===== src/design/smpa_pkg.sv =====
// Shared constants, register codes and controller/datapath interface types
// for the multilook power averaging core. No dependencies.
`default_nettype none

package smpa_pkg;

  localparam int MAX_RANGE   = 4096;
  localparam int MAX_LOOKS   = 64;
  localparam int SAMPLE_BITS = 16;

  localparam int RANGE_BITS     = $clog2(MAX_RANGE);        // position counter
  localparam int LOOK_BITS      = $clog2(MAX_LOOKS);        // look counter
  localparam int RANGE_REG_BITS = RANGE_BITS + 1;           // range_samples register
  localparam int LOOKS_REG_BITS = LOOK_BITS + 1;            // looks_count register
  localparam int SQ_BITS        = 2 * SAMPLE_BITS;          // I*I + Q*Q
  localparam int SUM_BITS       = SQ_BITS + LOOK_BITS;      // accumulator
  localparam int VALUE_BITS     = 32;                       // look_value
  localparam int CFG_DATA_BITS  = RANGE_REG_BITS;           // widest register
  localparam int CFG_ADDR_BITS  = 2;

  localparam int IN_DATA_BITS   = 2 * SAMPLE_BITS;
  localparam int OUT_FIELD_BITS = VALUE_BITS + RANGE_BITS;
  localparam int OUT_DATA_BITS  = ((OUT_FIELD_BITS + 7) / 8) * 8;

  localparam int DIV_STEPS  = SUM_BITS;
  localparam int SQRT_STEPS = VALUE_BITS / 2;
  localparam int STEP_BITS  = $clog2(DIV_STEPS);

  localparam logic [CFG_ADDR_BITS-1:0] REG_LOOKS = 2'd0;
  localparam logic [CFG_ADDR_BITS-1:0] REG_RANGE = 2'd1;
  localparam logic [CFG_ADDR_BITS-1:0] REG_AMP   = 2'd2;

  typedef struct packed {
    logic load;       // capture sample, square it, read accumulator
    logic accum;      // add, write back, advance counters
    logic div_step;   // one restoring division bit
    logic sqrt_init;  // seed square root from the average
    logic sqrt_step;  // one square root digit
    logic out_load;   // fill the output register
  } smpa_cmd_t;

  typedef struct packed {
    logic last_look;  // current item closes a look group
    logic amp_mode;   // amplitude output selected
    logic out_free;   // output register can take a new result
  } smpa_status_t;

endpackage

`default_nettype wire


===== src/design/smpa_ctrl.sv =====
// Sequencing state machine of the multilook core: accept, accumulate,
// divide, optional square root, output. Depends on smpa_pkg.
`default_nettype none

module smpa_ctrl
  import smpa_pkg::*;
(
  input  wire logic         clk,
  input  wire logic         rst,
  input  wire logic         s_tvalid,
  output logic              s_tready,
  input  wire smpa_status_t status,
  output smpa_cmd_t         cmd
);

  typedef enum logic [5:0] {
    S_IDLE = 6'b000001,
    S_ACC  = 6'b000010,
    S_DIV  = 6'b000100,
    S_SQI  = 6'b001000,
    S_SQRT = 6'b010000,
    S_OUT  = 6'b100000
  } state_t;

  state_t               state, state_next;
  logic [STEP_BITS-1:0] step, step_next;

  always_ff @(posedge clk) begin
    if (rst) begin
      state <= S_IDLE;
      step  <= '0;
    end else begin
      state <= state_next;
      step  <= step_next;
    end
  end

  always_comb begin
    state_next = state;
    step_next  = step;
    cmd        = '0;
    s_tready   = 1'b0;
    case (state)
      S_IDLE: begin
        s_tready = 1'b1;
        if (s_tvalid) begin
          cmd.load   = 1'b1;
          state_next = S_ACC;
        end
      end
      S_ACC: begin
        cmd.accum  = 1'b1;
        step_next  = '0;
        state_next = status.last_look ? S_DIV : S_IDLE;
      end
      S_DIV: begin
        cmd.div_step = 1'b1;
        step_next    = step + 1'b1;
        if (step == STEP_BITS'(DIV_STEPS - 1)) begin
          state_next = status.amp_mode ? S_SQI : S_OUT;
        end
      end
      S_SQI: begin
        cmd.sqrt_init = 1'b1;
        step_next     = '0;
        state_next    = S_SQRT;
      end
      S_SQRT: begin
        cmd.sqrt_step = 1'b1;
        step_next     = step + 1'b1;
        if (step == STEP_BITS'(SQRT_STEPS - 1)) begin
          state_next = S_OUT;
        end
      end
      S_OUT: begin
        if (status.out_free) begin
          cmd.out_load = 1'b1;
          state_next   = S_IDLE;
        end
      end
      default: begin
        state_next = S_IDLE;
      end
    endcase
  end

endmodule

`default_nettype wire


===== config.mk =====
export PLATFORM = sky130hd
export DESIGN_NAME = smpa_ctrl
export DESIGN_NICKNAME = d
export VERILOG_FILES = /design/src/design/smpa_pkg.sv /design/src/design/smpa_ctrl.sv
export SDC_FILE = /design/constraint.sdc
export NUM_CORES = 1
export LEC_CHECK = 0
export BUFFER_PORTS_ARGS = -buffer_cell sky130_fd_sc_hd__buf_4
export CAP_MARGIN = 5
export CORE_UTILIZATION = 45
export DETAILED_ROUTE_END_ITERATION = 8
export PLACE_DENSITY_LB_ADDON = 0.12
export SLEW_MARGIN = 20
export SYNTH_ARGS = -nofsm -noshare
export SYNTH_HDL_FRONTEND = slang
export SYNTH_SLANG_ARGS = --single-unit

===== constraint.sdc =====
create_clock -name clk -period 4 [get_ports clk]
set_input_delay 0.2 -clock clk [delete_from_list [all_inputs] [get_ports clk]]
set_output_delay 0.2 -clock clk [all_outputs]
set_load 0.1 [all_outputs]

==> impl_metrics.tcl, run 1 <==
set metrics [dict create \
    status "finished with violations" \
    violations "design-rule violations" \
    grt_max_degree 15 \
    vias 780 \
    end_kind "output port" \
    ir_drop_v 0.0002853 \
    synth.net_count 107 \
    cts_setup_buffers 0 \
    drc_errors 2 \
    crit_path_end "cmd[0]" \
    grt_pass1_vias 664 \
    synthesis.instances 99 \
    clk_latency_ps 280 \
    core_area_mm2 0.001559 \
    startpoint "state[2]" \
    worst_pin_slew_ps 753.1 \
    r2r_end "state[5]" \
    yosys_warnings 0 \
    drive_gt1_frac 0.2182 \
    synth_edf_count 0 \
    layout_common_cells "nor2_1 (15), buf_4 (12), dfxtp_1 (12), inv_1 (8)" \
    clockBufferDepth 2 \
    ys_seq_area_frac 0.3062 \
    grt.total_usage 0.2123 \
    finalCriticalPeriod_ps 2117 \
    synth_area_um2 784.5 \
    drv_slew 0 \
    first_iter_violations 37 \
    cts_tree "built" \
    place_congestion 0.8663 \
    cp.required_ps 3800 \
    start_kind "flip-flop" \
    die_h_um 43.76 \
    skew_ps 6.069 \
    start_util 0.5032 \
    num_antenna_cells 0 \
    nets 119 \
    cts-root-buf "clkbuf_4" \
    finalWirelength_um 1800 \
    htreeDepth 1 \
    cts.sinks 12 \
    antenna_left 0 \
    area_growth_pct 16.11 \
    ys_ff_latch 12 \
    synth-main-ff-cell "dfxtp_1" \
    rsz0062_at_grt "no" \
    fin_crit_sh 0.5293 \
    ios 13 \
    crit_arrival_ps 1920 \
    hpwlAfterDp_um 1325 \
    die_x_um 43.76 \
    reg2reg_from "state[2]" \
    place_ws_ps 2177 \
    cts-resized-gates 0 \
    path_class "reg -> out" \
    async_flop_share 0 \
    grt-ovfl-total 0 \
    rows 14 \
    setup_ws_ps 1883 \
    first_pass_iters 6 \
    drv_cap 0 \
    hold_path_class "in -> reg" \
    grt_antenna_before_repair 0 \
    clk_pin_slew_worst_paths_ps 80 \
    fin_tns_setup_ps 0 \
    cts_hold_buffers 0 \
    hold_viol 0 \
    syn_area_per_cell_um2 7.924 \
    p_per_area_mw_per_mm2 435.0 \
    power.static_leakage_nw 0.3588 \
    critPathMaxFanout 14 \
    grt_pass1_wl_um 3063 \
    dieArea_mm2 0.001915 \
    cts_buffers 3 \
    setup_viol 0 \
    wl_per_cell_um 14.29 \
    worst_slew_margin_rel 0.4916 \
    vias_per_cell 6.190 \
    ys_types 36 \
    layout_commonest_cell "nor2_1" \
    fmax_ghz 0.4723 \
    portBuffers 12 \
    r2r_slack_ps 2170 \
    reg2reg_depth 4 \
]
## cells by family (layout without fill, tap and decap cells)
family / Yosys count / after routing / share of synthesized area
AND/OR/NAND/NOR: 48 / 48 / 0.3477
AO/OA/AOI/OAI: 17 / 17 / 0.1611
buffers and inverters: 13 / 24 / 0.07177
flip-flops: 12 / 12 / 0.3062
XOR/XNOR: 6 / 6 / 0.06699
adder cells (fa/ha/maj): 2 / 2 / 0.03189
multiplexers: 1 / 1 / 0.01435
## area by class of cell
| type | count | area [um^2] |
|---|---|---|
| clock buffer | 4 | 36.28 |
| fill | 144 | 648.1 |
| sequential | 12 | 240.2 |
| timing repair buffer | 12 | 90.09 |
| multi-input combinational | 74 | 494.2 |
| tap | 16 | 20.02 |
| inverter | 8 | 30.03 |
## metrics by stage
step / cells / power (mW) / hold slack (ps) / cell area, um^2 / util
6_report: 126 / 0.3962 / 157.4 / 910.9 / 0.5843
3_3_place_gp: 122 / 0.2981 / 448.7 / 874.6 / 0.5610
5_1_grt: 126 / 0.4154 / 152.5 / 910.9 / 0.5843
3_5_place_dp: 122 / 0.2987 / 446.1 / 874.6 / 0.5610
4_1_cts: 126 / 0.3960 / 152.3 / 910.9 / 0.5843
2_1_floorplan: 99 / 0.2700 / 320.1 / 790.8 / -
## how the worst min path moves through the flow
stage | start | end | slack [ps] | depth (start not counted)
global route | rst | state[4] | 150 | 2
floorplan | status[1] | state[3] | 320 | 2
global placement | rst | step[4] | 450 | 2
CTS | rst | state[4] | 150 | 2
detailed placement | rst | state[4] | 450 | 2
finish | rst | state[4] | 160 | 2
## report_power, final
part           internal [mW]  switching, mW  leakage [nW]
logic                 0.0476          0.107         0.241
clock network         0.0553         0.0435        0.0210
registers              0.125         0.0175        0.0971
total                  0.228          0.168         0.359
## registers in the layout (all words and copies together) (netlist names)
signal  count
state       6
step        6
## worst max-delay path, stage by stage (launching register included)
cell and delay [ps]:
dfxtp_1 470, or4_4 590, nor4b_2 260, buf_4 330
## routing by layer
metal | vias to the layer above | GRT usage | part of all wire
met4 | 0 | 0.06250 | 0.0039
met3 | 2 | 0.03750 | 0.089
li1 | 387 | - | -
met2 | 46 | 0.2746 | 0.41
met1 | 345 | 0.3470 | 0.49
met5 | - | 0 | 0
## cells in the mapped netlist, types with 2 or more instances
cell | number | area [um^2]
nand2_1 | 5 | 18.77
xnor2_1 | 5 | 43.79
a21oi_1 | 3 | 15.01
o21ai_0 | 2 | 10.01
and2_1 | 2 | 12.51
buf_2 | 3 | 15.01
ha_1 | 2 | 25.02
o31ai_1 | 2 | 15.01
nor4b_1 | 4 | 35.03
nand3_1 | 5 | 25.02
nor4_1 | 3 | 18.77
dfxtp_1 | 12 | 240.2
nor3_1 | 5 | 25.02
inv_1 | 8 | 30.03
or4_4 | 3 | 33.78
nor2_1 | 15 | 56.30
Power figures use the tool's default switching activity.
==> run 2: changes to the inputs <==
==> constraint.sdc (replaced) <==
create_clock -name clk -period 1.7 [get_ports clk]
set_input_delay 0.085 -clock clk [delete_from_list [all_inputs] [get_ports clk]]
set_output_delay 0.085 -clock clk [all_outputs]
set_load 0.1 [all_outputs]
==> run 2 against run 1 <==
Effect of this change:
- the run ends with design-rule violations, negative setup slack left
- final cell count up 14%
- via count up 12%
- total power rose to 2.5 times the previous value
- global-route usage up 5.0 points
- sequential share of layout area down 4.8 points
- wire length up 18%
- cell area up 24%
- combinational power rose to 3.3 times the previous value
- die area unchanged
- first-iteration DRC count down 59%
- sequential power up 120%
- worst hold slack worse by 120 ps
- critical endpoint unchanged
- largest cell class unchanged
==> impl_metrics.tcl, run 2 (same netlist as run 1, synthesis figures left out) <==
set metrics [dict create \
    num_antenna_cells 0 \
    p_int_mw 0.5663 \
    power.static_leakage_nw 0.4790 \
    worstHoldStart "rst" \
    comb_power_share 0.518 \
    grt.total_usage 0.2623 \
    grt_pass1_vias 789 \
    cp.required_ps 1620 \
    reg2reg_depth 4 \
    first_pass_iters 6 \
    vias 877 \
    finalWirelength_um 2131 \
    grt_max_degree 9 \
    start_util 0.5032 \
    setup_ws_ps -69.49 \
    p_per_area_mw_per_mm2 884.4 \
    drv_slew 0 \
    clk_latency_ps 270 \
    clk_pin_slew_worst_paths_ps 70 \
    clockBufferDepth 2 \
    cts_tree "built" \
    p_clk_frac 0.172 \
    setup_viol 8 \
    nets 138 \
    status "finished with violations" \
    r2r_slack_ps -60 \
    critPathMaxFanout 5 \
    ios 13 \
    first_iter_violations 15 \
    top_regs "state (6), step (6)" \
    die_x_um 43.76 \
    drv_cap 0 \
    switching_share 0.4338 \
    worst_slew_margin_rel 0.5990 \
    path_class "reg -> out" \
    crit_arrival_ps 1680 \
    layout_commonest_cell "buf_4" \
    cts.sinks 12 \
    rows 14 \
    worst_pin_slew_ps 592.2 \
    hold_viol 0 \
    grt-ovfl-total 0 \
    finalCriticalPeriod_ps 1769 \
    dieArea_mm2 0.001915 \
    grt_pass1_wl_um 3732 \
    violations "design-rule violations, negative setup slack" \
    seqPwrFrac 0.310 \
    grt_antenna_before_repair 0 \
    final_cell_area_mm2 0.001131 \
    portBuffers 12 \
    min_to "state[2]" \
    vias_per_cell 6.090 \
    reg2reg_from "state[1]" \
    fin_util 0.7255 \
    min_path_cells 2 \
    layout_common_cells "buf_4 (24), nor2_1 (13), dfxtp_1 (9), inv_1 (7)" \
    end_kind "output port" \
    r2r_end "state[5]" \
    placed_cell_area_mm2 0.001021 \
    ir_drop_v 0.0008678 \
    die_h_um 43.76 \
    drive_gt1_frac 0.4219 \
    hpwlAfterDp_um 1586 \
    rsz0062_at_grt "yes" \
    cts-root-buf "clkbuf_4" \
    cts_hold_buffers 0 \
    core_area_mm2 0.001559 \
    skew_ps 0.7010 \
    fmax_ghz 0.5651 \
    netSwitchingPower_mw 0.4340 \
    hold_path_class "in -> reg" \
    antenna_left 0 \
    fin_crit_sh 1.041 \
    place_congestion 0.8043 \
    start_kind "flip-flop" \
    htreeDepth 1 \
    wl_per_cell_um 14.80 \
    drc_errors 2 \
    area_growth_pct 44.18 \
    cts_buffers 3 \
]
## run 2: cell types whose count changed in the layout (fill, tap and decap cells not counted), sizes merged
| cell | previous run | this run |
|---|---|---|
| buf | 12 | 31 |
| clkbuf | 4 | 3 |
## run 2: power by group through the flow
stage          clock (mW)  sequential (mW)  combinational (mW)
2_1_floorplan           0            0.319               0.332
4_1_cts             0.174            0.309               0.503
6_report            0.172            0.310               0.518
3_3_place_gp            0            0.314               0.448
3_5_place_dp            0            0.314               0.454
5_1_grt             0.182            0.311               0.545
## run 2: worst max-delay path: stages, from the launching register on
cell	delay (ps)
dfxtp_2	350
or4_4	570
nor4b_4	240
buf_6	260
## run 2: worst max-delay path by stage
stage,startpoint,endpoint,slack [ps],cells past startpoint
2_1_floorplan,state[2],cmd[0],-330,2
3_3_place_gp,state[1],state[0],30,4
3_5_place_dp,state[1],state[0],10,4
4_1_cts,state[2],cmd[0],-60,3
5_1_grt,state[1],cmd[5],-100,5
6_report,state[1],cmd[0],-70,3
## run 2: per-stage QoR
stage	TNS [ps]	power [mW]	setup WS (ps)	hold WS [ps]	std cells
2_1_floorplan	-334.6	0.6509	-334.6	205.1	99
3_3_place_gp	0	0.7620	32.72	325.1	139
3_5_place_dp	0	0.7684	11.43	327.5	139
4_1_cts	-68.91	0.9871	-64.01	31.24	144
5_1_grt	-952.4	1.038	-96.46	37.80	144
6_report	-318.8	1.000	-69.49	33.17	144
## run 2: per-layer routing
| layer | routed length [um] | track usage | up-vias |
|---|---|---|---|
| li1 | - | - | 421 |
| met4 | 34 | 0.1250 | 0 |
| met3 | 95 | 0.02500 | 5 |
| met1 | 984 | 0.3584 | 425 |
| met5 | 0 | 0 | - |
| met2 | 1016 | 0.4149 | 26 |
## run 2: area by class of cell
cell class                 instances  area (um^2)
timing repair buffer              31        271.5
inverter                           8        30.03
sequential                        12        244.0
fill                             125        427.9
multi-input combinational         74        543.0
tap                               16        20.02
clock buffer                       3        22.52
## run 2: what timing repair did
action	in CTS	in global routing
resized for setup	17	4
pin swaps	3	2
endpoints found under the setup margin	7	15
hold endpoints to repair	0	0
buffers inserted	2	0
